### config.mk
export PLATFORM = sky130hd
export DESIGN_NAME = bkm_ctrl
export DESIGN_NICKNAME = d
export VERILOG_FILES = /design/src/hdl/assert_macros.svh /design/src/hdl/bkm_pkg.sv /design/src/hdl/bkm_ctrl.sv
export SDC_FILE = /design/constraint.sdc
export NUM_CORES = 1
export LEC_CHECK = 0
export ABC_AREA = 1
export BUFFER_PORTS_ARGS = -buffer_cell sky130_fd_sc_hd__buf_2
export CAP_MARGIN = 20
export CELL_PAD_IN_SITES_DETAIL_PLACEMENT = 1
export CELL_PAD_IN_SITES_GLOBAL_PLACEMENT = 2
export CORE_MARGIN = 2
export CORE_UTILIZATION = 21
export CTS_CLUSTER_SIZE = 8
export DETAILED_ROUTE_END_ITERATION = 16
export GPL_ROUTABILITY_DRIVEN = 1
export PLACE_DENSITY = 0.82
export SYNTH_ARGS = -nofsm -noshare
export SYNTH_HDL_FRONTEND = slang
export SYNTH_SLANG_ARGS = --single-unit
### constraint.sdc
create_clock -name i_clk -period 1.5 [get_ports i_clk]
set_clock_uncertainty 0.05 [all_clocks]
set_input_delay 0.3 -clock i_clk [delete_from_list [all_inputs] [get_ports i_clk]]
set_output_delay 0.3 -clock i_clk [all_outputs]
set_load 0.01 [all_outputs]
### src/hdl/assert_macros.svh
// Assertion macros used by the bucketed key multiset RTL.
// Self-contained; included by the modules that carry assertions.
`ifndef ASSERT_MACROS_SVH
`define ASSERT_MACROS_SVH

// Clocked property, switched off while reset is asserted (active low).
`define BKM_ASSERT(lbl, clk, rst_n, prop, msg) \
    lbl: assert property (@(posedge clk) disable iff (!rst_n) prop) else $error(msg);

// Clocked property that also holds during reset.
`define BKM_ASSERT_ALWAYS(lbl, clk, prop, msg) \
    lbl: assert property (@(posedge clk) prop) else $error(msg);

`endif

### src/hdl/bkm_pkg.sv
// Shared types and constants of the bucketed key multiset.
// No dependencies; imported by every module of the block.
package bkm_pkg;

    localparam int KEY_BITS = 64;
    localparam int CNT_W    = 4;
    localparam int OUT_W    = 8;
    localparam logic [CNT_W-1:0] CNT_MAX = 4'd15;

    typedef enum logic [1:0] {
        OP_INSERT = 2'd0,
        OP_REMOVE = 2'd1,
        OP_COUNT  = 2'd2,
        OP_CLEAR  = 2'd3
    } t_op;

    typedef enum logic [1:0] {
        ST_OK        = 2'd0,
        ST_NOT_FOUND = 2'd1,
        ST_FULL      = 2'd2
    } t_status;

    typedef enum logic [3:0] {
        S_INIT,
        S_IDLE,
        S_HASH,
        S_DISPATCH,
        S_SCAN,
        S_MOVE_RD,
        S_MOVE_WR,
        S_CLEAR,
        S_DONE
    } t_state;

    typedef struct packed {
        logic load;
        logic fill_rd;
        logic ins_wr;
        logic scan_init;
        logic scan;
        logic move_rd;
        logic move_wr;
        logic sweep;
        logic res_load;
    } t_dp_cmd;

    typedef struct packed {
        t_op  op;
        logic mod_done;
        logic fill_full;
        logic scan_end;
        logic found;
        logic out_free;
        logic sweep_last;
    } t_dp_sts;

endpackage

### src/hdl/bkm_ctrl.sv
// Controller state machine of the bucketed key multiset.
// Depends on bkm_pkg; drives the datapath commands from its status.
module bkm_ctrl (
    input  logic             i_clk,
    input  logic             i_rst_n,
    input  logic             i_s_tvalid,
    output logic             o_s_tready,
    input  bkm_pkg::t_dp_sts i_sts,
    output bkm_pkg::t_dp_cmd o_cmd
);
    import bkm_pkg::*;

    t_state r_state;
    t_state n_state;

    always_ff @(posedge i_clk) begin
        if (!i_rst_n) begin
            r_state <= S_INIT;
        end else begin
            r_state <= n_state;
        end
    end

    always_comb begin
        n_state = r_state;
        case (r_state)
            S_INIT: begin
                if (i_sts.sweep_last) n_state = S_IDLE;
            end
            S_IDLE: begin
                if (i_s_tvalid) n_state = S_HASH;
            end
            S_HASH: begin
                if (i_sts.mod_done) n_state = S_DISPATCH;
            end
            S_DISPATCH: begin
                case (i_sts.op)
                    OP_INSERT:          n_state = S_DONE;
                    OP_REMOVE, OP_COUNT: n_state = S_SCAN;
                    default:            n_state = S_CLEAR;
                endcase
            end
            S_SCAN: begin
                if (i_sts.scan_end) begin
                    n_state = (i_sts.op == OP_REMOVE) ? S_MOVE_RD : S_DONE;
                end
            end
            S_MOVE_RD: begin
                n_state = i_sts.found ? S_MOVE_WR : S_DONE;
            end
            S_MOVE_WR: begin
                n_state = S_DONE;
            end
            S_CLEAR: begin
                if (i_sts.sweep_last) n_state = S_DONE;
            end
            S_DONE: begin
                if (i_sts.out_free) n_state = S_IDLE;
            end
            default: begin
                n_state = S_INIT;
            end
        endcase
    end

    always_comb begin
        o_cmd      = '0;
        o_s_tready = 1'b0;
        case (r_state)
            S_INIT, S_CLEAR: begin
                o_cmd.sweep = 1'b1;
            end
            S_IDLE: begin
                o_s_tready = 1'b1;
                o_cmd.load = i_s_tvalid;
            end
            S_HASH: begin
                o_cmd.fill_rd = i_sts.mod_done;
            end
            S_DISPATCH: begin
                o_cmd.ins_wr    = (i_sts.op == OP_INSERT) && !i_sts.fill_full;
                o_cmd.scan_init = i_sts.op inside {OP_REMOVE, OP_COUNT};
            end
            S_SCAN: begin
                o_cmd.scan = 1'b1;
            end
            S_MOVE_RD: begin
                o_cmd.move_rd = i_sts.found;
            end
            S_MOVE_WR: begin
                o_cmd.move_wr = 1'b1;
            end
            S_DONE: begin
                o_cmd.res_load = i_sts.out_free;
            end
            default: begin
                o_cmd = '0;
            end
        endcase
    end

endmodule

==> flow_metrics.env, run 1 <==
export IMPL_vias=633
export IMPL_die_h_um=52.3
export IMPL_most_common_layout_cells="buf_2, inv_1, buf_4"
export IMPL_final_nets=135
export IMPL_initial_core_util_pct=22.1
export IMPL_holdPathStages=3
export IMPL_synthesis_nets=98
export IMPL_synth_area_leaders="dfxtp_1, inv_1, nand2_1"
export IMPL_seq_area_um2=95.1
export IMPL_vias_per_cell=4.34
export IMPL_yosysTopAreaCell="dfxtp_1"
export IMPL_cts_hold_buffers=0
export IMPL_synth_area_um2=489
export IMPL_finalWorstSetupSlack_ns=-0.0343
export IMPL_grt_pass1_wl_um=2460
export IMPL_finalCritPeriodShare_pct=102
export IMPL_ys_warn_count=0
export IMPL_min_delay_start="i_rst_n"
export IMPL_clock_latency_ns=0.23
export IMPL_hold_path_class="in2reg"
export IMPL_drcViolationCount=0
export IMPL_setup_viol=3
export IMPL_drtIter0Drc=3
export IMPL_worstPathArrival_ns=1.18
export IMPL_power_frac_clock_pct=10.5
export IMPL_top_register="r_state"
export IMPL_synth_top_area_share_pct=16.4
export IMPL_startpoint_type="register"
export IMPL_reg2reg_depth=9
export IMPL_drt_first_pass_iters=2
export IMPL_clkTransAtPathRegs_ns=0.03
export IMPL_core_um2=2210
export IMPL_hold_viol_final=0
export IMPL_reg2reg_slack_ns=0.11
export IMPL_fin_area_um2=836
export IMPL_htree_num_levels=1
export IMPL_intPower_uw=622
export IMPL_fin_crit_ns=1.53
export IMPL_postSynthAreaPerCell_um2=5.89
export IMPL_cts_tree="built"
export IMPL_rr_startpoint="r_state[1]"
export IMPL_dp_hpwl_um=1230
export IMPL_dpl_instance_area_um2=647
export IMPL_crit_type="reg2out"
export IMPL_fillers=310
export IMPL_ir_drop_v=0.000430
export IMPL_max_freq_ghz=0.652
export IMPL_drive_gt1_share_pct=56.8
export IMPL_power_uw=1250
export IMPL_num_antenna_cells=0
export IMPL_routabilityCongestion=0.822
export IMPL_io_buffers=20
export IMPL_gr_total_overflow=0
export IMPL_p_sw_uw=624
export IMPL_drt_wirelength_per_cell_um=10.9
export IMPL_yosysSeqAreaShare_pct=16.4
export IMPL_combPwrFrac_pct=71.1
export IMPL_final_antenna_net_count=0
export IMPL_netlist_cell_type_count=17
export IMPL_outcome="finished with violations"
export IMPL_holdPathEnd="r_state[1]"
export IMPL_drv_slew=0
export IMPL_relSlewSlack_pct=83.2
export IMPL_reg_largest_list="r_state (4)"
export IMPL_die_area_um2=2730
export IMPL_drv_cap=0
export IMPL_clockBufferDepth=2
export IMPL_power_switching_share_pct=50.1
export IMPL_clkSinkCount=4
export IMPL_antenna_found_initial=0
export IMPL_cts_buffers=3
export IMPL_violations="negative setup slack"
export IMPL_netlist_instances=83
export IMPL_fp_row_count=17
export IMPL_ios=21
export IMPL_multi_input_area_um2=404
export IMPL_critPathMaxFanout=4
export IMPL_ys_seq_elements=4
export IMPL_worstSetupEndpointType="primary output"
export IMPL_p_seq_share_pct=18.4
export IMPL_routed_wl_um=1590
export IMPL_worstReg2RegEnd="r_state[0]"
export IMPL_track_usage_pct=12.1
export IMPL_grt_pass1_vias=653
export IMPL_power_density_nw_per_um2=1490
export IMPL_root_buffer="clkbuf_4"
export IMPL_rsz0062_at_grt="yes"
export IMPL_largest_reg_flops=4
export IMPL_final_common_cell="buf_2"
export IMPL_grt_max_degree=7
export IMPL_required_ns=1.15
export IMPL_worstMarginPinSlew_ns=0.250
export IMPL_power_leakage_uw=0.000463
export IMPL_die_width_um=52.3
export IMPL_syn2layout_area_growth_pct=70.8
-- worst max-delay path by stage --
stage	startpoint	to	slack (ns)	cells past startpoint
6_report	r_state[1]	o_cmd[8]	-0.03	5
3_5_place_dp	r_state[2]	o_cmd[6]	0.02	6
4_1_cts	r_state[1]	o_cmd[0]	-0.06	4
2_1_floorplan	r_state[1]	o_cmd[6]	0.13	4
3_3_place_gp	r_state[2]	o_cmd[6]	0.08	6
5_1_grt	r_state[1]	o_cmd[6]	-0.09	5
-- power by group through the flow --
stage          logic (µW)  clock network (µW)  registers [µW]
2_1_floorplan         458                   0             189
3_3_place_gp          692                   0             182
3_5_place_dp          693                   0             186
4_1_cts               778                 139             195
5_1_grt               975                 144             237
6_report              887                 131             229
-- critical path: stages, from the launching register on --
cell	delay (ns)
dfxtp_4	0.36
buf_4	0.15
nor2_4	0.15
nand2_2	0.08
nor2_1	0.08
buf_2	0.13
-- cell families after synthesis --
group | after synthesis | synth area share (%)
fa+ha+maj | 4 | 10.2
compound gates | 5 | 6.14
simple gates | 51 | 52.7
buf+inv | 19 | 14.6
flops | 4 | 16.4
-- metrics by stage --
step / instances / hold WS (ns) / util, % / TNS (ns) / setup WS, ns
after global routing: 146 / 0.276 / 37.8 / -0.475 / -0.0904
after detailed placement: 134 / 0.527 / 29.2 / 0 / 0.0208
after CTS: 141 / 0.270 / 32.7 / -0.0975 / -0.0598
after global placement: 134 / 0.527 / 29.2 / 0 / 0.0805
after floorplan: 83 / 0.385 / - / 0 / 0.125
final: 146 / 0.270 / 37.8 / -0.0663 / -0.0343
-- final cells by class --
| type | count | area share [%] |
|---|---|---|
| clock buffer | 3 | 2.69 |
| inverter | 19 | 9.13 |
| multi-input combinational | 60 | 48.4 |
| sequential | 4 | 11.4 |
| tap | 28 | 4.19 |
| timing repair buffer | 32 | 24.3 |
-- what timing repair did --
item,in CTS,in global routing
endpoints found under the setup margin,9,10
resized for setup,14,20
buffers inserted,4,5
pin swaps,4,8
-- Yosys cell counts (all sizes together) --
cell and count:
inv 19, nand2 18, nor2 17, nand3 10, dfxtp 4, ha 4
nor3 3, o21ai 3, nand3b 2, a21boi 1, nor4 1, o211ai 1
-- per-layer routing --
layer,GRT usage [%],up-vias,wire (µm)
met5,0,-,0
li1,-,329,-
met1,12.7,285,659
met4,7.26,0,22
met3,0.571,3,54
met2,23.4,16,856
(Power assumes the default switching activity.)
==> run 2, diff against run 1 <==
- PLACE_DENSITY: 0.82 -> not set
- PLACE_DENSITY_LB_ADDON: not set -> 0.25
- SETUP_SLACK_MARGIN: not set -> 0.05
==> flow_metrics.env, run 2 (synthesis results as in run 1) <==
export IMPL_outcome="finished with violations"
export IMPL_violations="negative setup slack"
export IMPL_clock_latency_ns=0.23
export IMPL_hold_path_class="in2reg"
export IMPL_hold_viol_final=0
export IMPL_critPathMaxFanout=4
export IMPL_grt_pass1_vias=715
export IMPL_drive_gt1_share_pct=62.6
export IMPL_core_um2=2210
export IMPL_gr_total_overflow=0
export IMPL_relSlewSlack_pct=85.9
export IMPL_fin_crit_ns=1.52
export IMPL_critPathSlowestCell="dfxtp_4"
export IMPL_die_h_um=52.3
export IMPL_startpoint_type="register"
export IMPL_combPwrFrac_pct=73.9
export IMPL_top_register="r_state"
export IMPL_finalCritPeriodShare_pct=101
export IMPL_holdPathStages=3
export IMPL_finalWorstSetupSlack_ns=-0.0156
export IMPL_worstPathArrival_ns=1.17
export IMPL_cts_hold_buffers=0
export IMPL_most_common_layout_cells="buf_2, inv_1, buf_4"
export IMPL_final_common_cell="buf_2"
export IMPL_syn2layout_area_growth_pct=81.3
export IMPL_routabilityCongestion=0.727
export IMPL_clockBufferDepth=2
export IMPL_cts_buffers=3
export IMPL_io_buffers=20
export IMPL_holdPathEnd="r_state[1]"
export IMPL_p_sw_uw=673
export IMPL_vias=674
export IMPL_drv_slew=0
export IMPL_track_usage_pct=14.7
export IMPL_drt_first_pass_iters=4
export IMPL_grt_max_degree=7
export IMPL_final_nets=140
export IMPL_intPower_uw=703
export IMPL_dp_hpwl_um=1340
export IMPL_power_frac_clock_pct=9.8
export IMPL_die_width_um=52.3
export IMPL_crit_type="reg2out"
export IMPL_clkSinkCount=4
export IMPL_worstSetupEndpointType="primary output"
export IMPL_drv_cap=0
export IMPL_critical_path_max_stage_delay_ns=0.35
export IMPL_setup_viol=1
export IMPL_fp_row_count=17
export IMPL_drt_wirelength_per_cell_um=11.8
export IMPL_htree_num_levels=1
export IMPL_ir_drop_v=0.000438
export IMPL_rr_startpoint="r_state[3]"
export IMPL_clkTransAtPathRegs_ns=0.04
export IMPL_utilization_pct=40.1
export IMPL_num_antenna_cells=0
export IMPL_worstMarginPinSlew_ns=0.211
export IMPL_root_buffer="clkbuf_4"
export IMPL_final_antenna_net_count=0
export IMPL_largest_reg_flops=4
export IMPL_rsz0062_at_grt="yes"
export IMPL_initial_core_util_pct=22.1
export IMPL_vias_per_cell=4.46
export IMPL_required_ns=1.15
export IMPL_ios=21
export IMPL_p_seq_share_pct=16.3
export IMPL_drcViolationCount=0
export IMPL_power_leakage_uw=0.000485
export IMPL_max_freq_ghz=0.660
export IMPL_grt_pass1_wl_um=2950
export IMPL_fin_hold_ws_ns=0.272
export IMPL_antenna_found_initial=0
export IMPL_die_area_um2=2730
export IMPL_pre_cts_ws_ns=0.0385
export IMPL_routed_wl_um=1780
export IMPL_min_delay_start="i_rst_n"
export IMPL_cts_tree="built"
export IMPL_reg_largest_list="r_state (4)"
export IMPL_power_switching_share_pct=48.9
export IMPL_reg2reg_slack_ns=0.10
export IMPL_crit_chain="inv_4 > nand2_4 > nor2_4 > inv_2 > nor3_2 > buf_2"
export IMPL_reg2reg_depth=10
export IMPL_power_density_nw_per_um2=1550
export IMPL_drtIter0Drc=5
export IMPL_worstReg2RegEnd="r_state[2]"
## run 2: changes by cell type in the layout (fill, tap and decap cells not counted), sizes merged
cell | before | now
buf | 32 | 37
## run 2: how the worst max path moves through the flow
| stage | start | end | slack [ns] | cells past startpoint |
|---|---|---|---|---|
| 2_1_floorplan | r_state[1] | o_cmd[6] | 0.13 | 4 |
| 3_3_place_gp | r_state[2] | o_cmd[6] | 0.08 | 6 |
| 3_5_place_dp | r_state[2] | o_cmd[6] | 0.04 | 6 |
| 4_1_cts | r_state[2] | o_cmd[6] | -0.02 | 6 |
| 5_1_grt | r_state[2] | o_cmd[6] | -0.08 | 6 |
| 6_report | r_state[2] | o_cmd[6] | -0.02 | 6 |
## run 2: timing repair
item | in CTS | in global routing
resized for setup | 26 | 12
pin swaps | 10 | 9
setup endpoints to repair | 10 | 13
buffers inserted | 10 | 3
## run 2: cell type report
cell class                      count  area [µm²]
Clock buffer                        3        22.5
Fill cell                         306        1330
Inverter                           19        73.8
Multi-Input combinational cell     60         420
Sequential cell                     4        92.6
Tap cell                           28        35.0
Timing Repair Buffer               37         243
## run 2: stage by stage
step	setup TNS [ns]	cell area [µm²]	cells	total power, µW
detailed placement	0	654	135	895
finish	-0.0156	887	151	1380
global placement	0	654	135	887
CTS	-0.0588	821	148	1280
global route	-0.464	887	151	1500
floorplan	0	489	83	647
## run 2: worst max-delay path: cells and delay by family, from the launching register on
family / cells / cell delay, ns
buffers and inverters: 3 / 0.28
flip-flops: 1 / 0.35
AND/OR/NAND/NOR: 3 / 0.31
## run 2: layer usage
| layer | routed length, µm | up-vias | global-route usage [%] |
|---|---|---|---|
| met4 | 0 | 0 | 5.13 |
| met2 | 1070 | 9 | 30.2 |
| met3 | 39 | 0 | 1.71 |
| met1 | 676 | 327 | 14.9 |
| met5 | 0 | - | 0 |
| li1 | - | 338 | - |
## run 2: power by group through the flow
stage          clock network (µW)  logic [µW]  registers, µW
4_1_cts                       138         922            219
6_report                      135        1020            224
2_1_floorplan                   0         458            189
3_3_place_gp                    0         702            185
5_1_grt                       150        1120            230
3_5_place_dp                    0         708            187
==> run 3, diff against run 2 <==
==> constraint.sdc (replaced) <==
create_clock -name i_clk -period 1.5 [get_ports i_clk]
set_clock_uncertainty 0.05 [all_clocks]
set_input_delay 0.225 -clock i_clk [delete_from_list [all_inputs] [get_ports i_clk]]
set_output_delay 0.225 -clock i_clk [all_outputs]
set_load 0.01 [all_outputs]
==> flow_metrics.env, run 3 (synthesis results as in run 1) <==
export IMPL_outcome="finished, final reports clean"
export IMPL_wl_met2_um=782
export IMPL_clock_latency_ns=0.24
export IMPL_relSlewSlack_pct=86.3
export IMPL_fin_tns_setup_ns=0
export IMPL_critPathMaxFanout=5
export IMPL_htree_num_levels=1
export IMPL_grt_pass1_vias=598
export IMPL_drt_first_pass_iters=4
export IMPL_worstMarginPinSlew_ns=0.205
export IMPL_top_register="r_state"
export IMPL_utilization_pct=34.8
export IMPL_routed_wl_um=1490
export IMPL_hold_viol_final=0
export IMPL_worstPathArrival_ns=1.18
export IMPL_maxUsedRoutingLayer="met3"
export IMPL_grt_pass1_wl_um=2540
export IMPL_vias=607
export IMPL_stdcell_count=140
export IMPL_die_width_um=52.3
export IMPL_cts_tree="built"
export IMPL_power_density_nw_per_um2=1520
export IMPL_vias_per_cell=4.34
export IMPL_critPathSlowestCell="dfxtp_4"
export IMPL_clockBufferDepth=2
export IMPL_wl_met1_um=651
export IMPL_fillers=308
export IMPL_worstSetupEndpointType="primary output"
export IMPL_cts_buffers=3
export IMPL_die_h_um=52.3
export IMPL_syn2layout_area_growth_pct=57.5
export IMPL_setup_viol=0
export IMPL_fin_crit_ns=1.46
export IMPL_clkSinkCount=4
export IMPL_drt_wirelength_per_cell_um=10.7
export IMPL_post_place_cells=133
export IMPL_dp_hpwl_um=1230
export IMPL_ios=21
export IMPL_drtIter0Drc=7
export IMPL_ir_drop_v=0.000451
export IMPL_rsz0062_at_grt="yes"
export IMPL_met3_length_um=56
export IMPL_antenna_found_initial=0
export IMPL_reg_largest_list="r_state (4)"
export IMPL_startpoint_type="register"
export IMPL_fp_row_count=17
export IMPL_core_um2=2210
export IMPL_drv_cap=0
export IMPL_clkTransAtPathRegs_ns=0.04
export IMPL_die_area_um2=2730
export IMPL_final_common_cell="buf_2"
export IMPL_most_common_layout_cells="buf_2, inv_1, nand2_1"
export IMPL_required_ns=1.22
export IMPL_drive_gt1_share_pct=53.6
export IMPL_drcViolationCount=0
export IMPL_max_freq_ghz=0.686
export IMPL_routabilityCongestion=0.755
export IMPL_gr_total_overflow=0
export IMPL_power_leakage_uw=0.000426
export IMPL_num_antenna_cells=0
export IMPL_drv_slew=0
export IMPL_crit_type="reg2out"
export IMPL_finalCritPeriodShare_pct=97.2
export IMPL_io_buffers=20
export IMPL_final_antenna_net_count=0
export IMPL_crit_chain="inv_4 > nor2_4 > inv_2 > o21ai_1 > buf_2"
export IMPL_critical_path_max_stage_delay_ns=0.36
export IMPL_hold_path_class="in2reg"
export IMPL_initial_core_util_pct=22.1
export IMPL_root_buffer="clkbuf_4"
export IMPL_reg2reg_slack_ns=0.16
export IMPL_largest_reg_flops=4
export IMPL_final_nets=129
export IMPL_track_usage_pct=12.5
export IMPL_grt_max_degree=7
-- run 3: changes by cell type in the layout (fill, tap and decap cells not counted), sizes merged --
cell,change
buf,-11
-- run 3: critical path, delay by kind of cell, from the launching register on --
family                 cells  cell delay [ns]
buffers and inverters      3             0.28
DFF                        1             0.36
and+or+nand+nor            1             0.16
AOI/OAI and AO/OA          1             0.13
-- run 3: metrics by stage --
stage / total power (µW) / hold WS [ns] / area, µm² / worst slack, ns
detailed placement: 870 / 0.458 / 639 / 0.0830
global route: 1310 / 0.200 / 771 / -0.00235
CTS: 1110 / 0.193 / 722 / 0.0187
global placement: 875 / 0.451 / 639 / 0.100
finish: 1170 / 0.195 / 771 / 0.0422
floorplan: 647 / 0.310 / 489 / 0.200
-- run 3: per-layer routing --
| metal | vias up | track usage [%] |
|---|---|---|
| met5 | - | 0 |
| met4 | 0 | 1.28 |
| met3 | 0 | 3.43 |
| met2 | 13 | 21.9 |
| met1 | 280 | 15.6 |
| li1 | 314 | - |
-- run 3: worst paths after layout --
check	start	endpoint	cells after the start
worst max register to register	r_state[2]	r_state[1]	10
worst min-delay path	i_rst_n	r_state[2]	3
worst min register to register	r_state[2]	r_state[3]	3
worst max-delay path	r_state[2]	o_cmd[1]	5
-- run 3: layout make-up --
cell class                 count  area [µm²]  share of cell area [%]
timing repair buffer          26         145                    18.8
inverter                      19        76.3                    9.90
tap                           28        35.0                    4.55
multi-input combinational     60         399                    51.8
sequential                     4        92.6                    12.0
clock buffer                   3        22.5                    2.92
-- run 3: repair_timing --
action,4_1_cts,5_1_grt
setup endpoints to repair,10,13
pin swaps,3,3
hold buffers,0,0
resized for setup,17,12
buffers inserted,3,1
endpoints found under the hold margin,0,0
-- run 3: report_power, final --
group / switching [µW] / internal (µW)
logic: 481 / 322
clock network: 51.9 / 90.0
registers: 68.6 / 160
total: 602 / 573
